### config.mk
export PLATFORM = sky130hd
export DESIGN_NAME = dcts_way_logic
export DESIGN_NICKNAME = d
export VERILOG_FILES = /design/src/dcts_pkg.sv /design/src/dcts_way_logic.sv
export SDC_FILE = /design/constraint.sdc
export NUM_CORES = 1
export LEC_CHECK = 0
export ABC_AREA = 1
export ABC_CLOCK_PERIOD_IN_PS = 3510
export BUFFER_PORTS_ARGS = -buffer_cell sky130_fd_sc_hd__buf_2
export CORE_AREA = 2 2 291 293
export DETAILED_ROUTE_END_ITERATION = 8
export DIE_AREA = 0 0 293 295
export GPL_ROUTABILITY_DRIVEN = 0
export GPL_TIMING_DRIVEN = 1
export PLACE_DENSITY = 0.4
export RECOVER_POWER = 100
export SLEW_MARGIN = 20
export SYNTH_ARGS = -nofsm -noshare
export SYNTH_HDL_FRONTEND = slang
export SYNTH_SLANG_ARGS = --single-unit
### constraint.sdc
create_clock -name vclk -period 3.51
set_input_delay 0.1755 -clock vclk [all_inputs]
set_output_delay 0.1755 -clock vclk [all_outputs]
set_load 0.01 [all_outputs]
### src/dcts_pkg.sv
// ----------------------------------------------------------------------------
// dcts_pkg
// Shared constants and helpers for the DRAM cache tag store.
// ----------------------------------------------------------------------------
package dcts_pkg;

	// Default geometry
	localparam int DEF_SETS_MAX         = 1024;
	localparam int DEF_WAYS_MAX         = 8;
	localparam int DEF_LINE_OFFSET_BITS = 6;
	localparam int DEF_ADDR_BITS        = 48;

	// Fixed field widths
	localparam int CADDR_W    = 19;
	localparam int CNT_W      = 32;
	localparam int CFG_IDX_W  = 2;
	localparam int CFG_DATA_W = 4;

	// Configuration register indexes
	localparam logic [CFG_IDX_W-1:0] REG_SET_INDEX_BITS = 2'd0;
	localparam logic [CFG_IDX_W-1:0] REG_WAYS_IN_USE    = 2'd1;

	// Configuration reset values (before saturation)
	localparam int RST_SET_INDEX_BITS = 10;
	localparam int RST_WAYS_IN_USE    = 8;

	// Request codes
	localparam logic FUNC_LOOKUP = 1'b0;
	localparam logic FUNC_FILL   = 1'b1;

	// floor(log2(n)) for n >= 1, capped at 16
	function automatic int floor_log2(input int n);
		int b;
		b = 0;
		while (b < 16 && (2 ** (b + 1)) <= n)
			b++;
		return b;
	endfunction

endpackage

### src/dcts_way_logic.sv
// ----------------------------------------------------------------------------
// dcts_way_logic
// Way compare for lookups and FIFO row update for fills on one set row.
// ----------------------------------------------------------------------------
module dcts_way_logic #(
	parameter int WAYS_MAX = 8,
	parameter int TAG_W    = 42,
	parameter int NW_W     = 4,
	parameter int WAY_W    = 3
) (
	input  logic                            func,
	input  logic [TAG_W-1:0]                tag,
	input  logic [NW_W-1:0]                 nw,
	input  logic [WAYS_MAX-1:0]             valid_in,
	input  logic [WAYS_MAX-1:0][TAG_W-1:0]  tags_in,
	output logic                            hit,
	output logic [WAY_W-1:0]                way,
	output logic                            wr,
	output logic [WAYS_MAX-1:0]             valid_out,
	output logic [WAYS_MAX-1:0][TAG_W-1:0]  tags_out
);

	import dcts_pkg::*;

	logic full;
	logic found;

	always_comb begin
		full = 1'b1;
		for (int w = 0; w < WAYS_MAX; w++)
			if (w < int'(nw) && !valid_in[w])
				full = 1'b0;

		hit       = 1'b0;
		found     = 1'b0;
		way       = WAY_W'(nw - NW_W'(1));
		wr        = 1'b0;
		valid_out = valid_in;
		tags_out  = tags_in;

		if (func == FUNC_LOOKUP) begin
			// lowest matching way wins
			for (int w = 0; w < WAYS_MAX; w++) begin
				if (!found && w < int'(nw) && valid_in[w] && tags_in[w] == tag) begin
					found = 1'b1;
					way   = WAY_W'(w);
				end
			end
			hit = found;
		end else begin
			wr = 1'b1;
			if (full) begin
				// drop way 0, shift the rest down, refill the last way in use
				for (int w = 0; w < WAYS_MAX - 1; w++) begin
					if (w + 1 < int'(nw)) begin
						valid_out[w] = valid_in[w + 1];
						tags_out[w]  = tags_in[w + 1];
					end
				end
			end else begin
				for (int w = 0; w < WAYS_MAX; w++) begin
					if (!found && w < int'(nw) && !valid_in[w]) begin
						found = 1'b1;
						way   = WAY_W'(w);
					end
				end
			end
			valid_out[way] = 1'b1;
			tags_out[way]  = tag;
		end
	end

endmodule

==> results.toml, run 1 <==
[outcome]
status = "complete, no violations"

[critical_path]
path_cells = "buf_2, inv_1, ha_1, nand2_1, nand2_1, nand2_2, nor3_4, nand2_2, inv_2, nand3_4, nor2_8, nand2_1, nand2_4, inv_2, nand3_4, buf_4, nand2_1, nand3_1, nand2_1, buf_2"
cpPeakStageDelay_ns = 0.51
critPathKind = "input pin to output pin"
cpMostUsedCell = "nand2_1"
cp.arrival_ns = 3.24
cp_top_family = "simple AND/OR/NAND/NOR gates"
crit_path_start_kind = "input pin"
path_buf_inv = 6
cp_max_fo = 30
crit_path_end_kind = "output pin"
cp_slowest_cell = "nand3_4"
required_ns = 3.33

[cells_and_area]
area_growth_pct = 30.9
fin_area_sq_um = 22700
seq_cells = 0
finalNonFillerCells = 5507
clkbuf_count = 0
nets = 4811
register_area_sq_um = 0
drive_gt1_share_pct = 22.1
nFillCells = 10100

[global_route]
grt-ovfl-total = 0
grtUsageTotal_pct = 35.8
grt_pass1_vias = 27100
grt_max_degree = 172
grt_pass1_wl_mm = 219
antenna_found_initial = 28

[timing]
finalCritPeriodShare_pct = 97.4
setup_slack_ns = 0.0923
slew_violations = 0
rsz0062_at_grt = "yes"
finalSetupViolCount = 0
worst_pin_slew_ns = 1.23
finalHoldViolCount = 0
fmax_mhz = 293
timing.hold.ws_ns = 0.677
maxSlewHeadroom_pct = 17.8
finalCriticalPeriod_ns = 3.42

[synth]
synth_top_family_by_area = "simple AND/OR/NAND/NOR gates"
avgSynthCellArea_sq_um = 4.55
synth_compound_area_share_pct = 12.5
synthXorXnorAreaFrac_pct = 6.00
syn_inst = 3820
synth_mux_area_share_pct = 0
synth_fp_nets = 4214
synth_simple_gate_area_share_pct = 63.6
syn_area_sq_um = 17400
yosysWarnings = 0
synth_cell_types = 37
synth-adder-area-share_pct = 0.216
synth-seq-area-share_pct = 0

[hold_path]
worstHoldPathType = "input pin to output pin"
holdPathEnd = "tags_out[321]"
worstHoldStart = "tags_in[321]"
hold_depth = 4

[power_and_ir_drop]
p_int_mw = 1.23
p_leak_nw = 13.4
p_comb_share_pct = 100.0
ir_drop_uv = 89.7
p_per_area_nw_per_um2 = 182
p_total_mw = 4.13
pwr-share-clk_pct = 0
p_sw_mw = 2.90
seqPwrFrac_pct = 0
switching_share_pct = 70.3

[clock_tree]
cts.hold.buffers_added = 0

[place]
dp.cells = 5483
dp_slack_ns = -0.105
placedInstanceArea_sq_um = 22500
portBuffers = 740
dpl.hpwl_mm = 132

[drt]
drc = 0
drt_first_iter_violations = 3613
ant_nets = 0
via_per_inst = 5.42
wl_per_cell_microns = 30.0
first_pass_iters = 7
vias = 29800
drt_wl_total_mm = 165

[die]
die_y_microns = 295
coreArea_sq_um = 83200
start_util_pct = 20.9
rows = 106
die_w_microns = 293
dieArea_sq_um = 86400
io-pin-count = 740

[run]
cap_viol_max_count = 0
[placed cells by master, fill, tap and decap left out, drive strengths merged]
cell,count
a211oi,1
a21oi,12
a22o,5
a22oi,1
a31oi,1
buf,933
clkbuf,6
clkinv,1
diode,12
ha,3
inv,376
nand2,1724
nand3,368
nand4,325
nor2,128
nor3,13
nor4,2
o2111ai,5
o211ai,1
o21a,1
o21ai,368
o221ai,1
o22ai,20
o2bb2ai,1
xnor2,90
xor2,29
[cells by family after synthesis]
family	Yosys count
AO/OA/AOI/OAI	417
AND/OR/NAND/NOR	2559
buffers and inverters	722
adder cells (fa/ha/maj)	3
XOR/XNOR	119
[stage by stage]
step / setup TNS (ns) / utilization (%)
finish: 0 / 27.3
global route: -1.34 / 27.3
CTS: 0 / 27.0
detailed placement: -0.187 / 27.0
global placement: -0.207 / 27.0
floorplan: 0 / -
[worst max path at each step]
| stage | endpoint | cells past startpoint | start | slack, ns |
|---|---|---|---|---|
| floorplan | tags_out[323] | 14 | nw[0] | 1.25 |
| finish | tags_out[241] | 20 | nw[0] | 0.09 |
| CTS | tags_out[173] | 19 | nw[0] | 0.04 |
| global route | tags_out[241] | 19 | nw[0] | -0.07 |
| detailed placement | tags_out[167] | 18 | nw[0] | -0.10 |
| global placement | tags_out[167] | 18 | nw[0] | -0.1 |
[power groups by stage]
stage	clock (mW)	sequential (mW)	combinational, mW
floorplan	0	0	1.99
global placement	0	0	4.02
detailed placement	0	0	4.01
CTS	0	0	4.02
global route	0.000000306	0	4.35
finish	0.000000476	0	4.13
[synthesized netlist by cell type (all sizes together)]
library cell | number | area, sq um
ha | 3 | 37.5
a21oi | 12 | 63.8
xnor2 | 90 | 788
a22o | 5 | 43.8
clkinv | 1 | 3.75
a211oi | 1 | 7.51
o21ai | 368 | 1840
buf | 168 | 997
a31oi | 1 | 6.26
inv | 376 | 1410
nor3 | 13 | 76.3
o2111ai | 5 | 43.8
o21a | 1 | 7.51
o22ai | 20 | 125
o211ai | 1 | 7.51
a22oi | 1 | 7.51
xor2 | 29 | 254
nand3 | 367 | 1930
nand4 | 325 | 2030
nor2 | 128 | 502
clkbuf | 177 | 664
nand2 | 1724 | 6480
o221ai | 1 | 8.76
o2bb2ai | 1 | 8.76
nor4 | 2 | 12.5
[layer usage]
metal | global-route usage (%) | vias to the layer above | share of wire (%)
met2 | 60.6 | 2006 | 46
met1 | 45.0 | 14000 | 39
li1 | - | 13500 | -
met3 | 4.64 | 349 | 8.9
met4 | 16.4 | 18 | 5.7
met5 | 0 | - | 0.069
[worst min-delay path, stage by stage]
cell	delay, ns
buf_2	0.09
nand2_1	0.04
o21ai_0	0.06
buf_2	0.13
[cell type report]
type | instances | area [sq um] | share of cell area (%)
antenna | 12 | 30.0 | 0.132
tap | 1080 | 1350 | 5.95
timing repair buffer | 939 | 5550 | 24.4
multi-input combinational | 3099 | 14400 | 63.2
inverter | 377 | 1420 | 6.26
[what timing repair did]
item                                    4_1_cts  5_1_grt
gates resized for setup                       3        7
endpoints found under the setup margin        3      269
hold endpoints to repair                      0        0
cloned                                        0        5
pin swaps                                     0        4
buffers inserted                              0        7
Power figures use the tool's default switching activity.
==> inputs of run 2 (changes only) <==
--- a/config.mk
+++ b/config.mk
@@ -16,4 +16,5 @@
 export PLACE_DENSITY = 0.4
 export RECOVER_POWER = 100
+export SETUP_SLACK_MARGIN = 0.5
 export SLEW_MARGIN = 20
 export SYNTH_ARGS = -nofsm -noshare
==> constraint.sdc (replaced) <==
create_clock -name vclk -period 3.51
set_input_delay 0.1755 -clock vclk [all_inputs]
set_output_delay 0.1755 -clock vclk [all_outputs]
set_load 0.02 [all_outputs]
==> run 2 against run 1 <==
  * Sequential cell count unchanged
  * Global-route usage up 1.3 points
  * Via count up 2.5%
  * Core utilization up 1.2 points
  * Total power up 14%
  * Clock-buffer cell count unchanged
  * First-iteration DRC count down 3.6%
  * Worst hold slack better by 0.024 ns
  * Non-clock buffer count up 72
  * Cell count up 1.4%
  * Critical path depth down 4
  * Critical path type unchanged
  * Largest power group unchanged
==> results.toml, run 2 (synthesis results as in run 1) <==
[timing]
slew_violations = 0
fin_tns_setup_ns = 0
finalSetupViolCount = 0
fmax_mhz = 313
finalCritPeriodShare_pct = 91.0
finalCriticalPeriod_ns = 3.19
finalHoldViolCount = 0
worst_pin_slew_ns = 0.942
maxSlewHeadroom_pct = 37.2
rsz0062_at_grt = "no"

[die]
rows = 106
io-pin-count = 740
die_w_microns = 293
die_y_microns = 295
dieArea_sq_um = 86400
coreArea_sq_um = 83200
start_util_pct = 20.9

[cells_and_area]
clkbuf_count = 0
final_common_cell = "nand2_1"
seq_cells = 0
nFillCells = 10100
layout_common_cells = "nand2_1 (1,696), buf_2 (469), inv_1 (361)"
post-route-util_pct = 28.5
area_growth_pct = 36.6
drive_gt1_share_pct = 18.2
register_area_sq_um = 0
nets = 4889

[hold_path]
hold_depth = 4
worstHoldPathType = "input pin to output pin"
holdPathEnd = "tags_out[16]"
worstHoldStart = "tags_in[16]"

[critical_path]
required_ns = 3.33
cpMostUsedCell = "nand2_2"
cp_slowest_cell = "nor2_2"
critPathKind = "input pin to output pin"
cpPeakStageDelay_ns = 0.66
cp_max_fo = 11
crit_path_start_kind = "input pin"
path_cells = "buf_2, nor2_4, nand2_2, nand2_2, inv_2, nor3_4, nand2_2, inv_2, nand3_4, buf_4, nor2_2, o21ai_0, nand2_1, nand3_1, nand2_1, clkbuf_1"
cp_top_family = "simple AND/OR/NAND/NOR gates"
crit_path_end_kind = "output pin"
cp.arrival_ns = 3.02
critical_path.startpoint = "nw[2]"
path_buf_inv = 5

[power_and_ir_drop]
p_total_mw = 4.71
p_leak_nw = 13.3
ir_drop_uv = 92.5
p_per_area_nw_per_um2 = 199

[drt]
wl_per_cell_microns = 30.7
vias = 30600
drt_wl_total_mm = 172
first_pass_iters = 6
ant_nets = 0
via_per_inst = 5.48
drc = 0
drt_first_iter_violations = 3484

[outcome]
status = "complete, no violations"

[global_route]
grt-ovfl-total = 0
grt_pass1_wl_mm = 225
antenna_found_initial = 26
grt_pass1_vias = 27800
grtUsageTotal_pct = 37.0
grt_max_degree = 167

[run]
cap_viol_max_count = 0

[place]
portBuffers = 740
dpl.hpwl_mm = 132
run 2: cell types whose count changed in the layout (fill, tap and decap cells not counted), sizes merged, moves of 3 or more:
cell	delta
inv	-5
clkinvlp	+6
buf	-196
nand3	+4
bufbuf	+3
clkbuf	+265
run 2: cell type report:
| cell class | count | area, sq um | share of cell area, % |
|---|---|---|---|
| antenna | 11 | 27.5 | 0.116 |
| inverter | 377 | 1450 | 6.10 |
| multi-input combinational | 3105 | 14600 | 61.4 |
| tap | 1080 | 1350 | 5.70 |
| timing repair buffer | 1011 | 6320 | 26.6 |
run 2: through the flow:
| step | worst slack (ns) | hold slack, ns | std cells | area [sq um] |
|---|---|---|---|---|
| floorplan | 1.04 | 0.464 | 3820 | 17400 |
| global placement | 0.0942 | 0.697 | 5489 | 22700 |
| detailed placement | 0.0434 | 0.697 | 5489 | 22700 |
| CTS | 0.508 | 0.697 | 5552 | 23800 |
| global route | 0.242 | 0.739 | 5578 | 23700 |
| finish | 0.317 | 0.701 | 5584 | 23700 |
run 2: what timing repair did:
action,CTS,global route
hold buffers,0,0
buffers inserted,46,17
pin swaps,15,12
endpoints found under the setup margin,345,344
gates resized for setup,74,51
cloned,17,4
run 2: worst max path at each step:
stage,cells past startpoint,slack (ns),to
6_report,16,0.32,tags_out[269]
5_1_grt,20,0.24,tags_out[15]
4_1_cts,18,0.51,valid_out[5]
3_5_place_dp,19,0.04,tags_out[197]
3_3_place_gp,19,0.09,tags_out[196]
2_1_floorplan,14,1.04,tags_out[323]
run 2: routing by layer:
layer	vias up	GRT usage, %	part of all wire [%]
met5	-	0	0.066
met4	20	18.2	6.5
met3	443	5.04	9.2
met2	2234	63.0	46
met1	14200	45.9	38
li1	13700	-	-
run 2: where the power goes:
part	internal [mW]	switching [mW]
clock network	0.000000404	0
registers	0	0
logic	1.35	3.36
total	1.35	3.36
